**config.mk**
```make
export PLATFORM = sky130hd
export DESIGN_NAME = pbq_gain_stage
export DESIGN_NICKNAME = d
export VERILOG_FILES = /design/src/hdl/pbq_pkg.sv /design/src/hdl/pbq_round_sat.sv /design/src/hdl/pbq_gain_stage.sv
export SDC_FILE = /design/constraint.sdc
export NUM_CORES = 2
export LEC_CHECK = 0
export BUFFER_PORTS_ARGS = -buffer_cell sky130_fd_sc_hd__clkbuf_2
export CELL_PAD_IN_SITES_DETAIL_PLACEMENT = 2
export CELL_PAD_IN_SITES_GLOBAL_PLACEMENT = 2
export CORE_MARGIN = 4
export CORE_UTILIZATION = 43
export DETAILED_ROUTE_END_ITERATION = 8
export HOLD_SLACK_MARGIN = 0.15
export PLACE_DENSITY = 0.86
export SLEW_MARGIN = 15
export SYNTH_ARGS = -nofsm -noshare
export SYNTH_HDL_FRONTEND = slang
export SYNTH_HIERARCHICAL = 1
export SYNTH_SLANG_ARGS = --single-unit
export TNS_END_PERCENT = 5
```
**constraint.sdc**
```tcl
create_clock -name clk -period 13.1 [get_ports clk]
set_clock_uncertainty 0.2 [all_clocks]
set_input_delay 0.655 -clock clk [delete_from_list [all_inputs] [get_ports clk]]
set_output_delay 0.655 -clock clk [all_outputs]
set_load 0.005 [all_outputs]
```
**src/hdl/pbq_pkg.sv**
```systemverilog
package pbq_pkg;

  // coefficient registers are fixed signed 32 bit words
  localparam int COEF_BITS = 32;
  localparam int APB_DATA_BITS = 32;
  localparam int APB_ADDR_BITS = 5;

  // register map, byte address is four times the index
  typedef enum logic [2:0] {
    REG_INPUT_GAIN = 3'd0,
    REG_COEF_B0    = 3'd1,
    REG_COEF_A1    = 3'd2,
    REG_COEF_B2    = 3'd3,
    REG_COEF_A2    = 3'd4
  } pbq_reg_index_t;

  // reset values of the coefficient set
  localparam logic signed [COEF_BITS-1:0] RESET_INPUT_GAIN = 32'sd1048576;
  localparam logic signed [COEF_BITS-1:0] RESET_COEF_B0    = 32'sd11752012;
  localparam logic signed [COEF_BITS-1:0] RESET_COEF_A1    = 32'sd0;
  localparam logic signed [COEF_BITS-1:0] RESET_COEF_B2    = -32'sd10353909;
  localparam logic signed [COEF_BITS-1:0] RESET_COEF_A2    = 32'sd349525;

  // coefficient set handed from the register file to the datapath
  typedef struct packed {
    logic signed [COEF_BITS-1:0] input_gain;
    logic signed [COEF_BITS-1:0] coef_b0;
    logic signed [COEF_BITS-1:0] coef_a1;
    logic signed [COEF_BITS-1:0] coef_b2;
    logic signed [COEF_BITS-1:0] coef_a2;
  } pbq_coefs_t;

endpackage

```
**src/hdl/pbq_round_sat.sv**
```systemverilog
module pbq_round_sat #(
  parameter int IN_BITS = 59,
  parameter int SHIFT = 20,
  parameter int OUT_BITS = 24
) (
  input  logic signed [IN_BITS-1:0]  value,
  output logic signed [OUT_BITS-1:0] result,
  output logic                       sat
);

  localparam int SCALED_BITS = IN_BITS + 1 - SHIFT;
  localparam logic [IN_BITS:0] HALF = (IN_BITS + 1)'(1) << (SHIFT - 1);
  localparam logic [OUT_BITS-1:0] MAX_VAL = {1'b0, {(OUT_BITS - 1){1'b1}}};
  localparam logic [OUT_BITS-1:0] MIN_VAL = {1'b1, {(OUT_BITS - 1){1'b0}}};

  logic [IN_BITS:0]                   rounded;
  logic [SCALED_BITS-1:0]             scaled;
  logic [SCALED_BITS-OUT_BITS:0]      upper;
  logic                               in_range;

  // add one half lsb then floor, ties go towards plus infinity
  assign rounded  = {value[IN_BITS-1], value} + HALF;
  assign scaled   = rounded[IN_BITS:SHIFT];

  // in range when every bit above the output sign matches it
  assign upper    = scaled[SCALED_BITS-1:OUT_BITS-1];
  assign in_range = (&upper) | ~(|upper);

  assign sat    = ~in_range;
  assign result = in_range ? $signed(scaled[OUT_BITS-1:0])
                : (scaled[SCALED_BITS-1] ? $signed(MIN_VAL) : $signed(MAX_VAL));

endmodule

```
**src/hdl/pbq_gain_stage.sv**
```systemverilog
module pbq_gain_stage #(
  parameter int SAMPLE_BITS = 24,
  parameter int COEF_FRAC_BITS = 20
) (
  input  logic                                    clk,
  input  logic                                    rst,
  input  logic                                    in_valid,
  output logic                                    in_ready,
  input  logic signed [SAMPLE_BITS-1:0]           in_sample,
  input  logic                                    in_block_start,
  input  logic signed [pbq_pkg::COEF_BITS-1:0]    input_gain,
  input  logic                                    advance,
  output logic                                    gained_valid,
  output logic signed [SAMPLE_BITS-1:0]           gained_sample,
  output logic                                    gained_block_start
);
  import pbq_pkg::*;

  localparam int PROD_BITS = SAMPLE_BITS + COEF_BITS;

  logic signed [PROD_BITS-1:0]   product;
  logic signed [SAMPLE_BITS-1:0] gained;
  logic                          gain_sat;
  logic                          load;

  // stage is free when empty or when its item moves on this cycle
  assign in_ready = ~gained_valid | advance;
  assign load     = in_valid & in_ready;

  // input gain, rounded and clamped to the sample range
  assign product = in_sample * input_gain;

  pbq_round_sat #(
    .IN_BITS  (PROD_BITS),
    .SHIFT    (COEF_FRAC_BITS),
    .OUT_BITS (SAMPLE_BITS)
  ) u_gain_round (
    .value  (product),
    .result (gained),
    .sat    (gain_sat)
  );

  // gain clamping is not reported
  logic unused_gain_sat;
  assign unused_gain_sat = gain_sat;

  // stage valid
  always_ff @(posedge clk) begin
    if (rst) begin
      gained_valid <= 1'b0;
    end else if (in_ready) begin
      gained_valid <= in_valid;
    end
  end

  // stage payload
  always_ff @(posedge clk) begin
    if (load) begin
      gained_sample      <= gained;
      gained_block_start <= in_block_start;
    end
  end

endmodule

```
=== Word-level counts from Yosys, hierarchy flattened ===
Cells that the tools add are included.

* Reductions and logical operators: 2
* Multipliers: 1
* Bitwise operators: 5
* Multiplexer cells: 2
* Add/subtract/negate cells: 1

{| class="wikitable"
|+ Operator list
! kind !! count
|-
| 56-bit by 21-bit adder with 57-bit output (second input constant) || 1
|-
| 24-bit by 32-bit multiplier with 56-bit output || 1
|-
| 24-bit 2-to-1 mux || 2
|-
| 14-bit AND reduction || 1
|-
| 14-bit OR reduction || 1
|-
| 1-bit NOT || 2
|-
| 1-bit OR || 2
|-
| 1-bit bitwise AND || 1
|}

* Word-level logic and storage cells: 14
* Bits in registers: 26
* Bits of input ports: 61
* Output and inout port bits: 27

=== Depth between registers and ports, before layout ===
* Depth in word-level cells: 6
* Mapped depth: 37
* Depth with buffers taken out: 33

=== Cells and area by module ===
Netlist, hierarchy kept.

{| class="wikitable"
|+ Modules (own cells, without submodules)
! module !! instances !! cells each !! area an instance (um^2) !! sequential area each (um^2)
|-
| pbq_gain_stage || 1 || 3016 || 28030.6 || 770.7
|-
| pbq_round_sat || 1 || 167 || 1255.0 || 0.0
|}

=== Worst setup path before layout ===
OpenSTA, ideal clock, no wires.

* Path type: input -> register
* Start point: in input_gain[31] (netlist bit)
* End point: reg gained_sample[15] (data pin)
* Arrival: 9.051 ns
* Data required time: 12.642 ns
* Cell stages on the path: 34
* Library setup time: 0.258 ns
* Path buffers: 4
* Path slack: 3.591 ns
* Path through: clkbuf_1 nand2_1 inv_1 fa_1 fa_1 inv_1 fa_1 inv_1 fa_1 fa_1 fa_1 inv_1 fa_1 inv_1 ha_1 clkbuf_1 and3_1 nand2_1 a21o_1 a21oi_1 o31ai_2 o21ai_0 a21oi_1 xnor2_1 and3_2 nand4_2 or4b_1 buf_2 or3_1 a2111oi_2 o211a_1 a31o_4 buf_12 a21oi_2

* Longest elaborated chain between the ends: 6
* Elaborated cells between the ends (all ways): 8
* Classes of those cells: add/sub: 1; mul: 1; mux: 2; bitwise: 2; reduce/logical: 2

{| class="wikitable"
|+ RTL lines
! element !! line !! RTL
|-
| start: declaration || pbq_gain_stage.sv:11 || <nowiki>input logic signed [pbq_pkg::COEF_BITS-1:0] input_gain,</nowiki>
|-
| 24-bit by 32-bit multiplier with 56-bit output (*) || pbq_gain_stage.sv:31 || <nowiki>assign product = in_sample * input_gain;</nowiki>
|-
| via product[44] || pbq_gain_stage.sv:21 || <nowiki>logic signed [PROD_BITS-1:0] product;</nowiki>
|-
| 56-bit by 21-bit adder with 57-bit output (*) || pbq_round_sat.sv:22 || <nowiki>assign rounded = {value[IN_BITS-1], value} + HALF;</nowiki>
|-
| 14-bit OR reduction || pbq_round_sat.sv:27 || <nowiki>assign in_range = (&upper) | ~(|upper);</nowiki>
|-
| 1-bit NOT || pbq_round_sat.sv:27 ||
|-
| 1-bit OR || pbq_round_sat.sv:27 ||
|-
| 24-bit 2-to-1 mux (*) || pbq_round_sat.sv:30 || <nowiki>assign result = in_range ? $signed(scaled[OUT_BITS-1:0])</nowiki>
|-
| via gained[15] || pbq_gain_stage.sv:22 || <nowiki>logic signed [SAMPLE_BITS-1:0] gained;</nowiki>
|-
| end signal: assignment || pbq_gain_stage.sv:59 || <nowiki>gained_sample <= gained;</nowiki>
|-
| end: declaration || pbq_gain_stage.sv:14 || <nowiki>output logic signed [SAMPLE_BITS-1:0] gained_sample,</nowiki>
|}

Mark *: on every way through the listed nets, which the timed path passes. The rest lies on a longest branch.
A chain may end at the register's enable or synchronous reset.

=== Final worst setup path ===
* Start point: in in_sample[3]
* End point: reg gained_sample[19] (data pin)

* Longest elaborated chain between the ends: 6
* Elaborated cells between the ends (all ways): 8
* Classes of those cells: add/sub: 1; mul: 1; mux: 2; bitwise: 2; reduce/logical: 2

{| class="wikitable"
|+ RTL lines
! element !! line !! RTL
|-
| start: declaration || pbq_gain_stage.sv:9 || <nowiki>input logic signed [SAMPLE_BITS-1:0] in_sample,</nowiki>
|-
| 24-bit by 32-bit multiplier with 56-bit output (*) || pbq_gain_stage.sv:31 ||
|-
| via product[46] || pbq_gain_stage.sv:21 ||
|-
| 56-bit by 21-bit adder with 57-bit output (*) || pbq_round_sat.sv:22 ||
|-
| 14-bit OR reduction || pbq_round_sat.sv:27 ||
|-
| 1-bit NOT || pbq_round_sat.sv:27 ||
|-
| 1-bit OR || pbq_round_sat.sv:27 ||
|-
| 24-bit 2-to-1 mux (*) || pbq_round_sat.sv:30 ||
|-
| via gained[19] || pbq_gain_stage.sv:22 ||
|}

Marks and branches as above.

==> impl_metrics.ini <==
[outcome]
status = finished clean

[drt]
remaining_drc_errors = 0
drtIter0Drc = 1119
wire_per_inst_um = 28.7
wl_um = 114000
via_per_inst = 5.67
drt-pass1-iter-count = 8
vias = 22486
ant_nets = 0

[placement]
dp_cells = 3961
pre_cts_ws_ps = 1180
gp_congestion = 0.892
place_hpwl_um = 92500
io_buffers = 87

[timing]
tightest_slew_ps = 1250
finalHoldViolations = 0
setup_viol = 0
slew_viol_final = 0
slew_headroom_pct = 16.3
post-route-period-util_pct = 89.6
min_period_ps = 11730
rsz0062_at_grt = false
fmax_mhz = 85.2
fin_ws_ps = 1370
fin_tns_setup_ps = 0

[worst_setup_path]
crit_top_cell = fa_1
critPathMaxStageDelay_ps = 740
crit_family = adder cells
worst-path-stages = 31
critical_path_required_ps = 12880
critical_path.slowest_cell = clkbuf_2
crit_buf_inv = 6
crit_path_start_kind = input port
r2r_cells = 2
path_class = in2reg
endpoint_kind = register
critPathMaxFanout = 32
arrival_ps = 11510

[finish]
drive_above_1_share_pct = 4.75
area_growth_pct = 3.45
utilization_pct = 44.8
nets = 4088
final_cells = 3965
diodes = 0

[global_route]
grt_pass1_wl_um = 174000
grt_max_degree = 33
grt_usage_pct = 32.4
antenna_found_initial = 2
grt-ovfl-total = 0
grt_pass1_vias = 29024

[cts]
post_cts_resized = 0
cts.htree.levels = 1
cts_buffers = 3
clock-sinks = 26
clockBufferDepth = 2
clock_latency_ps = 260
cts_tree = done
clk_pin_slew_ps = 70
cts_root_buf = clkbuf_16
cts_hold_buf = 0
cts_setup_buffers = 0

[logic_synthesis]
synth_nets = 4143
synthesis.area_um2 = 29000
synth_warnings = 6
synth_area_per_cell_um2 = 9.23
netlist_instances = 3148

[worst_hold_path]
min_path_cells = 2
hold_class = reg2reg

[floorplanning]
ios = 88
start_util_pct = 43.3
die_w_um = 268
coreArea_um2 = 67000
rows = 95
die_area_um2 = 71800
die_h_um = 268

[job]
max-cap-violations = 0
layout by cell type (no fill, tap or decap), drive strengths merged, types with 21 or more instances in the layout:
cell type  instances
and3              21
nor2              60
xor2              21
xnor2             52
a21o              29
o21ai             37
nand2            411
inv              775
a21oi             68
fa               783
edfxtp            25
ha               151
nand3             23
clkbuf            91
and2             370
metal layers:
metal  share of wire [%]  wire, um  track usage, %
met4                 8.7      9930            22.7
met2                  54     61800            62.2
met3                 3.5      4050            3.04
met5                   0         0               0
met1                  34     38200            33.0
flip-flops by register name, indices dropped and copies added, names as in the netlist:
name                cells
gained_valid            1
gained_block_start      1
gained_sample          24
tightest hold or removal path: stages (launching register included):
cell      delay, ps
dfxtp_1         320
nand2b_1        100
a21oi_1          80
worst paths after layout:
path,startpoint,end,slack [ps]
max,in_sample[3],gained_sample[19]$_DFFE_PP_,1370
min,gained_valid$_SDFFE_PP0N_,gained_valid$_SDFFE_PP0N_,330
max reg2reg,gained_valid$_SDFFE_PP0N_,gained_sample[17]$_DFFE_PP_,11550
min reg2reg,gained_valid$_SDFFE_PP0N_,gained_valid$_SDFFE_PP0N_,330
area by class of cell:
cell class	count	area (um2)
clock buffers	4	88.8
fillers	7339	37000
inverters	775	2910
multi-input cells	2194	24700
flip-flops and latches	26	771
well taps	873	1090
repair buffers	93	480
metrics by stage:
step / area (um2) / hold slack (ps)
finish: 30000 / 334
global route: 30000 / 346
CTS: 30000 / 342
detailed placement: 30000 / 328
global placement: 30000 / 288
floorplan: 29000 / 322
Power is not shown: default switching activity piles up to over one toggle a cycle in this logic, so the estimate is an artifact.
