===== config.mk =====
export PLATFORM = sky130hd
export DESIGN_NAME = pbq_regs
export DESIGN_NICKNAME = d
export VERILOG_FILES = /design/src/hdl/pbq_pkg.sv /design/src/hdl/pbq_regs.sv
export SDC_FILE = /design/constraint.sdc
export NUM_CORES = 1
export LEC_CHECK = 0
export BUFFER_PORTS_ARGS = -buffer_cell sky130_fd_sc_hd__clkbuf_2
export CAP_MARGIN = 20
export CELL_PAD_IN_SITES_DETAIL_PLACEMENT = 0
export CELL_PAD_IN_SITES_GLOBAL_PLACEMENT = 1
export CORE_MARGIN = 2
export CORE_UTILIZATION = 40
export CTS_BUF_LIST = sky130_fd_sc_hd__clkbuf_8
export CTS_CLUSTER_DIAMETER = 30
export DETAILED_ROUTE_END_ITERATION = 10
export PLACE_DENSITY = 0.88
export SYNTH_ARGS = -nofsm -noshare
export SYNTH_HDL_FRONTEND = slang
export SYNTH_SLANG_ARGS = --single-unit

===== constraint.sdc =====
create_clock -name clk -period 1.62 [get_ports clk]
set_input_delay 0 -clock clk [delete_from_list [all_inputs] [get_ports clk]]
set_output_delay 0 -clock clk [all_outputs]
set_load 0.03 [all_outputs]

===== src/hdl/pbq_pkg.sv =====
package pbq_pkg;

  // coefficient registers are fixed signed 32 bit words
  localparam int COEF_BITS = 32;
  localparam int APB_DATA_BITS = 32;
  localparam int APB_ADDR_BITS = 5;

  // register map, byte address is four times the index
  typedef enum logic [2:0] {
    REG_INPUT_GAIN = 3'd0,
    REG_COEF_B0    = 3'd1,
    REG_COEF_A1    = 3'd2,
    REG_COEF_B2    = 3'd3,
    REG_COEF_A2    = 3'd4
  } pbq_reg_index_t;

  // reset values of the coefficient set
  localparam logic signed [COEF_BITS-1:0] RESET_INPUT_GAIN = 32'sd1048576;
  localparam logic signed [COEF_BITS-1:0] RESET_COEF_B0    = 32'sd11752012;
  localparam logic signed [COEF_BITS-1:0] RESET_COEF_A1    = 32'sd0;
  localparam logic signed [COEF_BITS-1:0] RESET_COEF_B2    = -32'sd10353909;
  localparam logic signed [COEF_BITS-1:0] RESET_COEF_A2    = 32'sd349525;

  // coefficient set handed from the register file to the datapath
  typedef struct packed {
    logic signed [COEF_BITS-1:0] input_gain;
    logic signed [COEF_BITS-1:0] coef_b0;
    logic signed [COEF_BITS-1:0] coef_a1;
    logic signed [COEF_BITS-1:0] coef_b2;
    logic signed [COEF_BITS-1:0] coef_a2;
  } pbq_coefs_t;

endpackage


===== src/hdl/pbq_regs.sv =====
module pbq_regs (
  input  logic                                clk,
  input  logic                                rst,
  input  logic                                psel,
  input  logic                                penable,
  input  logic                                pwrite,
  input  logic [pbq_pkg::APB_ADDR_BITS-1:0]   paddr,
  input  logic [pbq_pkg::APB_DATA_BITS-1:0]   pwdata,
  output logic [pbq_pkg::APB_DATA_BITS-1:0]   prdata,
  output logic                                pready,
  output pbq_pkg::pbq_coefs_t                 coefs
);
  import pbq_pkg::*;

  pbq_reg_index_t reg_index;
  logic           wr_en;

  assign pready    = 1'b1;
  assign reg_index = pbq_reg_index_t'(paddr[APB_ADDR_BITS-1:2]);
  assign wr_en     = psel & penable & pwrite & pready;

  // register writes, unknown indexes are ignored
  always_ff @(posedge clk) begin
    if (rst) begin
      coefs.input_gain <= RESET_INPUT_GAIN;
      coefs.coef_b0    <= RESET_COEF_B0;
      coefs.coef_a1    <= RESET_COEF_A1;
      coefs.coef_b2    <= RESET_COEF_B2;
      coefs.coef_a2    <= RESET_COEF_A2;
    end else if (wr_en) begin
      unique case (reg_index)
        REG_INPUT_GAIN: coefs.input_gain <= $signed(pwdata);
        REG_COEF_B0:    coefs.coef_b0    <= $signed(pwdata);
        REG_COEF_A1:    coefs.coef_a1    <= $signed(pwdata);
        REG_COEF_B2:    coefs.coef_b2    <= $signed(pwdata);
        REG_COEF_A2:    coefs.coef_a2    <= $signed(pwdata);
        default: ;
      endcase
    end
  end

  // read back
  always_comb begin
    unique case (reg_index)
      REG_INPUT_GAIN: prdata = coefs.input_gain;
      REG_COEF_B0:    prdata = coefs.coef_b0;
      REG_COEF_A1:    prdata = coefs.coef_a1;
      REG_COEF_B2:    prdata = coefs.coef_b2;
      REG_COEF_A2:    prdata = coefs.coef_a2;
      default:        prdata = '0;
    endcase
  end

endmodule


* Yosys cells after proc, flatten, opt, wreduce, memory -nomap -nowiden
Index checks and enable logic that the tools add are counted.
Widths: inputs -> output; s select.
** Storage, ports and cells
- Flip-flop bits (word level) :: 160
- Bits of input ports :: 42
- Output and inout port bits :: 193
- Word-level logic and storage cells :: 18
** Cells by class
- Equality and inequality tests :: 4
- Mux-type cells :: 1
- Bitwise gates (word level) :: 2
- Reductions and logical operators :: 6
** Operators by type and width (number)
- $pmux 32 s5 :: 1
- $reduce_and 2->1 :: 5
- $eq 3x2->1 const B :: 2
- $eq 3x1->1 const B :: 1
- $eq 3x3->1 const B :: 1
- $logic_not 3->1 :: 1
- $and 1x1->1 :: 2

* Depth between registers and ports, before layout
Gate-level depths: netlist of run 1.
- Word-level depth :: 3
- Depth in mapped cells :: 6
- Mapped depth without buffers :: 3

* Worst setup path before layout of run 1
OpenSTA, ideal clock, no wires.
- Path type :: input-to-output
- From :: in paddr[2] in the netlist's numbering
- To :: out prdata[11] in the netlist's numbering
- Data arrival time :: 1.453 ns
- Data required time :: 1.620 ns
- Slack :: 0.167 ns
- Cell stages on the path :: 6
- Path buffers :: 3
- Cell sequence :: clkbuf_1 -> buf_2 -> nor2b_1 -> clkbuf_1 -> a22oi_1 -> o22ai_1
** Between the ends
- Cells in the longest elaborated chain, start to end :: 2
- Elaborated cells on any way between the ends :: 6
** RTL lines
- from (decl) :: line pbq_regs.sv:7 : input logic [pbq_pkg::APB_ADDR_BITS-1:0] paddr,
- $eq 3x3->1 (tied with other cells) :: line pbq_regs.sv:44 : unique case (reg_index)
- $pmux 32 s5 (*) :: line pbq_regs.sv:44
- to (decl) :: line pbq_regs.sv:9 : output logic [pbq_pkg::APB_DATA_BITS-1:0] prdata,
Every way passes the cells marked *; elsewhere a longest branch is shown, timed or not.

* Final worst setup path of run 1
- From :: reg coefs[95] in the netlist's numbering
- To :: out prdata[31] in the netlist's numbering
** Between the ends
- Cells in the longest elaborated chain, start to end :: 1
** RTL lines
- from (decl) :: line pbq_regs.sv:11 : output pbq_pkg::pbq_coefs_t coefs
- $pmux 32 s5 :: line pbq_regs.sv:44
No other way between the ends.

==> impl_results.md, run 1 <==
* Number of buffers created by CTS at 17
* Max reg flops at 160
* Die area at 19,770 um^2
* Final layout net count at 1,049
* RSZ-0062 raised after global routing: yes
* Arr. time, crit path at between 1.5 and 2 ns
* CP required at 1.62 ns
* CP bufs+invs at 1
* Filler cell count at 1,656
* Synth Cell Area at 7465 um^2
* Die W at 140.6 um
* Longest Clk Path Bufs at 2
* Maxcap violations at 0
* Fmax at roughly 650 MHz
* Outcome: completed
* Registers with the most flip-flops: coefs: 160 flops
* Die Y at 140.6 um
* Hold Crit Class: input pin to flop
* Iteration-0 DRC count of the detailed router at approximately 300
* CP max FO at 3
* Top_reg_cell synth: dfxtp_1
* Setup bufs post-CTS at 0
* Synth unique cells at 24
* VDD IR max at approximately 0.00046 V
* Mean Syn Cell Area at 9.887 um^2
* Final worst-path cycle share at 94.69%
* First-pass GRT wire length at 35.33 mm
* CP max stage delay at 0.34 ns
* Gpl congestion at 0.7816
* Largest net degree at the start of global routing at 61
* DRC viols at 0
* N_diodes at 0
* Dpl hpwl at 15.63 mm
* I/O Buffers at 231
* Clock transition at path regs at 0.09 ns
* Area Overhead vs Synth at 31.11%
* Core ar. at about 18,000 um^2
* Final wirelength at 22.62 mm
* H-Tree Depth at 4
* Crit-path slowest cell: dfxtp_1
* Biggest area consumer among synthesized cells: dfxtp_1
* Slew Viols, Final at 0
* Vias in the first global route at 6,303
* Rows at 49
* Remaining global-route overflow at 0
* Period minus WS final at 1.534 ns
* Initial antenna violation count at 0
* Vias per std cell at 5.219
* Cell count after synthesis at 755
* Worst clock skew at 0 ns
* Drt wl/cell at 18.11 um
* Skew-Pair Late Insertion Delay at 0.44 ns
* Worst Setup Path Type: flop to primary output
* Async SR Flop Fraction at 0%
* DRT Pass-1 Iters at 5
* Finish-stage setup viols at 0
* Critical-path cell list: mux2_2 > a22oi_1 > o22ai_1 > buf_2
* Yosys reg bits at 160
* I/O Pins at 235
* Via count at 6,519
* Area contributors post-synth: dfxtp_1 43%, mux2i_1 21%, nand2b_1 13%, a22oi_1 6.2%, mux2_2 4.8%
* Initial core utilization at 41.13%
* Multi-input gate area at 3996 um^2
* Clock sinks at 160
* Antenna-violating nets left at 0
* Pwr/cell area at 809.5 nW/um^2
* Tot GR Track Use at 22.64%
* Most flops, register: coefs
* Area share of the largest cell type after synthesis at a little over two fifths
* Layout cells sized above 1 at 33.04%
* Synthesized Nets at about 800
* Leak Pwr at about 0.0047 uW
* Seq/Total Area, Yosys at roughly 43%
* WHS at 0.1536 ns
* Post-synth EDFFs at 0
* Final Hold Viols at 0
* CTS root buffer: clkbuf_8
* Layout Cells excl Fill at around 1,200
* Dpl cells at 1,184
* Synth Warn # at 0
* Synth top cells by count: 160 x dfxtp_1, 160 x mux2i_1, 154 x nand2b_1
* CTS tree: yes
* Critical Path End Type: primary output
* CP top delay family: flip-flops
* Storage element area at 3203 um^2
* Setup crit start kind: flop
==> report_power, final <==
part / total [uW] / switching, uW / internal (uW) / leakage (uW)
Combinational: 916 / 540 / 376 / 0.00315
Sequential: 3980 / 25.9 / 3960 / 0.00129
Clock: 3020 / 1440 / 1580 / 0.000214
Total: 7920 / 2010 / 5920 / 0.00465
==> metrics by stage <==
step / utilization, % / instance area [um^2] / setup TNS, ns / power, uW / setup slack, ns
3_5_place_dp: 49.85 / 9046 / 0 / 4924 / 0.2524
6_report: 53.93 / 9787 / 0 / 7922 / 0.08608
5_1_grt: 53.93 / 9787 / -0.002730 / 8233 / -0.002730
3_3_place_gp: 49.85 / 9046 / 0 / 4918 / 0.2559
2_1_floorplan: - / 7465 / 0 / 4619 / 0.1673
4_1_cts: 53.93 / 9787 / 0 / 8003 / 0.02879
==> per-layer routing <==
metal	routed length [um]	up-vias	track usage, %
li1	-	3136	-
met3	1460	31	5.027
met5	0	-	0
met1	10060	3100	29.00
met4	476	0	7.684
met2	10630	252	37.87
==> worst register-to-register path, cell delays in order, from the launching register on <==
cell	delay (ns)
dfxtp_1	0.40
nand2b_1	0.08
mux2i_1	0.15
==> kinds of logic (layout without fill, tap and decap cells) <==
family,after synthesis,count (layout),share of synthesized area [%]
other cells,1,1,0.05024
buf+inv,70,335,4.090
simple gates,236,236,17.60
flops,160,160,42.91
compound gates,96,96,9.068
mux,192,192,26.28
==> cell type report <==
class	instances	area share, %
multi-input cells	525	40.83
repair buffers	302	19.28
clock inverters	13	1.521
clock buffers	19	2.672
well taps	229	2.928
inverters	1	0.03835
flip-flops and latches	160	32.73
==> layout by cell type (no fill, tap or decap), types with 2 or more instances in the layout <==
cell	count
a22oi_1	62
and3_1	4
buf_12	9
buf_2	3
buf_4	30
bufinv_16	3
clkbuf_2	227
clkbuf_8	19
clkinv_4	2
clkinvlp_4	3
dfxtp_1	160
dlygate4sd3_1	33
inv_1	5
mux2_2	32
mux2i_1	160
nand2b_1	154
nand3_2	2
nor2_1	64
nor2b_4	2
o22ai_1	32
==> timing repair <==
item | in CTS | in global routing
hold buffers | 33 | 0
endpoints found under the hold margin | 160 | 0
setup endpoints to repair | 0 | 3
gates resized for setup | 0 | 3
==> path summary, 6_finish.rpt <==
| path | start | end | slack (ns) | cells after the start |
|---|---|---|---|---|
| max | coefs[95]$_SDFFE_PP0P_ | prdata[31] | 0.09 | 4 |
| min | pwrite | coefs[84]$_SDFFE_PP0P_ | 0.15 | 5 |
| max reg2reg | coefs[25]$_SDFFE_PP0P_ | coefs[25]$_SDFFE_PP0P_ | 0.92 | 2 |
| min reg2reg | coefs[137]$_SDFFE_PP0P_ | coefs[137]$_SDFFE_PP0P_ | 0.49 | 2 |
Note: power is estimated with default switching activity, not from simulation.
==> inputs of run 2 (changes only) <==
Settings changed: RECOVER_POWER set to 50.
==> impl_results.md, run 2 (synthesized netlist as in run 1, its figures left out) <==
* Outcome: completed (unchanged)
* Die Y at 140.6 um (unchanged)
* Skew-Pair Late Insertion Delay at 0.44 ns (about the same)
* Largest net degree at the start of global routing at 61 (unchanged)
* Arr. time, crit path at 1.54 ns (was 1.53 ns)
* Dpl cells at 1,184 (unchanged)
* H-Tree Depth at 4 (unchanged)
* Worst Setup Path Type: flop to primary output (unchanged)
* Antenna-violating nets left at 0 (unchanged)
* Met1 usage at 29.00% (unchanged)
* GR peak layer: met2 (unchanged)
* Layout Cells excl Fill at 1,249 (unchanged)
* Fmax at 649.5 MHz (was 651.9 MHz)
* Remaining global-route overflow at 0 (unchanged)
* Die area at 19,770 um^2 (unchanged)
* Worst clock skew at 0 ns (unchanged)
* CTS tree: yes (unchanged)
* Worst setup margin at 0.08039 ns (was 0.08608 ns)
* Final core occ at 53.30% (was 53.93%)
* Maxcap violations at 0 (unchanged)
* Slew Viols, Final at 0 (unchanged)
* Most flops, register: coefs (unchanged)
* Total power at 7914 uW (was 7922 uW)
* Final worst-path cycle share at 95.04% (was 94.69%)
* Layout cells sized above 1 at 24.80% (was 33.04%)
* DRT Pass-1 Iters at 4 (was 5)
* Hold Crit Depth at 5 (unchanged)
* Drt wl/cell at 18.22 um (was 18.11 um)
* Core ar. at 18,150 um^2 (unchanged)
* Setup TNS at 0 ns (unchanged)
* N_diodes at 0 (unchanged)
* Worst Reg-to-Reg Cells at 2 (unchanged)
* Longest Clk Path Bufs at 2 (unchanged)
* Area Overhead vs Synth at 29.57% (was 31.11%)
* Initial core utilization at 41.13% (unchanged)
* CP required at 1.62 ns (about the same)
* Setup crit start kind: flop (unchanged)
* Leak Pwr at 0.004380 uW (was 0.004653 uW)
* CP max FO at 3 (unchanged)
* VDD IR max at 0.0004570 V (was 0.0004594 V)
* Slew headroom at 55.87%
* Vias in the first global route at 6,303 (unchanged)
* Final layout net count at 1,049 (unchanged)
* Storage element area at 3203 um^2 (unchanged)
* Via count at 6,541 (was 6,519)
* Max reg flops at 160 (unchanged)
* Final wirelength at 22.76 mm (was 22.62 mm)
* Critical Path End Type: primary output (unchanged)
* DRC viols at 0 (unchanged)
* Multi-input gate area at 3996 um^2 (unchanged)
* Filler cell count at 1,704 (was 1,656)
* Met3 Usage GRT at 5.027% (unchanged)
* Met2 Resource Use GR at 37.87% (unchanged)
* Registers with the most flip-flops: coefs: 160 flops (unchanged)
* Hold Crit Class: input pin to flop (unchanged)
* Tot GR Track Use at 22.64% (unchanged)
* Pre-CTS setup slack at 0.2524 ns (unchanged)
* Actual slew at the worst max-slew pin at 0.6619 ns
* I/O Buffers at 231 (unchanged)
* CTS root buffer: clkbuf_8 (unchanged)
* Most frequent cells in the layout: 160 x mux2i_1, 160 x dfxtp_1, 154 x nand2b_1, 147 x clkbuf_2, 84 x clkbuf_1 (was 227 x clkbuf_2, 160 x mux2i_1, 160 x dfxtp_1, 154 x nand2b_1, 64 x nor2_1)
* Finish-stage setup viols at 0 (unchanged)
* Rows at 49 (unchanged)
* Vias per std cell at 5.237 (was 5.219)
* Dpl hpwl at 15.63 mm (unchanged)
* I/O Pins at 235 (unchanged)
* First-pass GRT wire length at 35.33 mm (unchanged)
* CP max stage delay at 0.34 ns (about the same)
* Critical-path cell list: mux2_2 > a22oi_1 > o22ai_1 > buf_2 (unchanged)
* Number of buffers created by CTS at 17 (unchanged)
* Clock sinks at 160 (unchanged)
* Initial antenna violation count at 0 (unchanged)
* Period minus WS final at 1.540 ns (was 1.534 ns)
* Gpl congestion at 0.7816 (unchanged)
* Die W at 140.6 um (unchanged)
* Clock transition at path regs at 0.09 ns (about the same)
* Crit-path slowest cell: dfxtp_1 (unchanged)
* Final Hold Viols at 0 (unchanged)
* Iteration-0 DRC count of the detailed router at 308 (was 296)
* RSZ-0062 raised after global routing: yes (unchanged)
* Pwr/cell area at 818.3 nW/um^2 (was 809.5 nW/um^2)
==> run 2: changes by cell type in the layout (fill, tap and decap cells not counted), sizes merged <==
cell    change
buf         -4
clkbuf      +4
==> run 2: layer usage <==
metal  vias to the layer above  wire length [um]
met5                         -                 0
met1                      3123             10150
li1                       3142                 -
met2                       244             10710
met4                         0               489
met3                        32              1407
==> run 2: path summary, 6_finish.rpt <==
kind | startpoint | end | slack, ns
max | coefs[95]$_SDFFE_PP0P_ | prdata[31] | 0.08
min | pwrite | coefs[84]$_SDFFE_PP0P_ | 0.15
max reg2reg | coefs[25]$_SDFFE_PP0P_ | coefs[25]$_SDFFE_PP0P_ | 0.92
min reg2reg | coefs[137]$_SDFFE_PP0P_ | coefs[137]$_SDFFE_PP0P_ | 0.49
==> run 2: what timing repair did <==
action | 4_1_cts | 5_1_grt
endpoints found under the setup margin | 0 | 3
resized for setup | 0 | 3
buffers inserted | 0 | 0
hold buffers | 33 | 0
endpoints found under the hold margin | 160 | 0
==> run 2: final cells by class <==
cell class / count / area share (%)
Clock buffer: 19 / 2.704
Clock inverter: 13 / 1.539
Inverter: 1 / 0.03881
Multi-Input combinational cell: 525 / 41.32
Sequential cell: 160 / 33.12
Tap cell: 229 / 2.962
Timing Repair Buffer: 302 / 18.32
==> run 2: worst max-delay path, delay by kind of cell (launching register included) <==
family | cells | cell delay [ns]
mux | 1 | 0.26
compound gates | 2 | 0.31
buf+inv | 1 | 0.19
flops | 1 | 0.34
==> run 2: where the power goes <==
| group | internal (uW) | leakage, uW | switching [uW] |
|---|---|---|---|
| Sequential | 3960 | 0.00129 | 25.8 |
| Clock | 1580 | 0.000214 | 1440 |
| Combinational | 369 | 0.00287 | 542 |
| Total | 5910 | 0.00438 | 2000 |
==> run 2: metrics by stage <==
stage,cell area [um^2],hold WS [ns]
4_1_cts,9787,0.1233
2_1_floorplan,7465,0.1672
5_1_grt,9672,0.1460
3_5_place_dp,9046,0.2863
6_report,9672,0.1517
3_3_place_gp,9046,0.2803
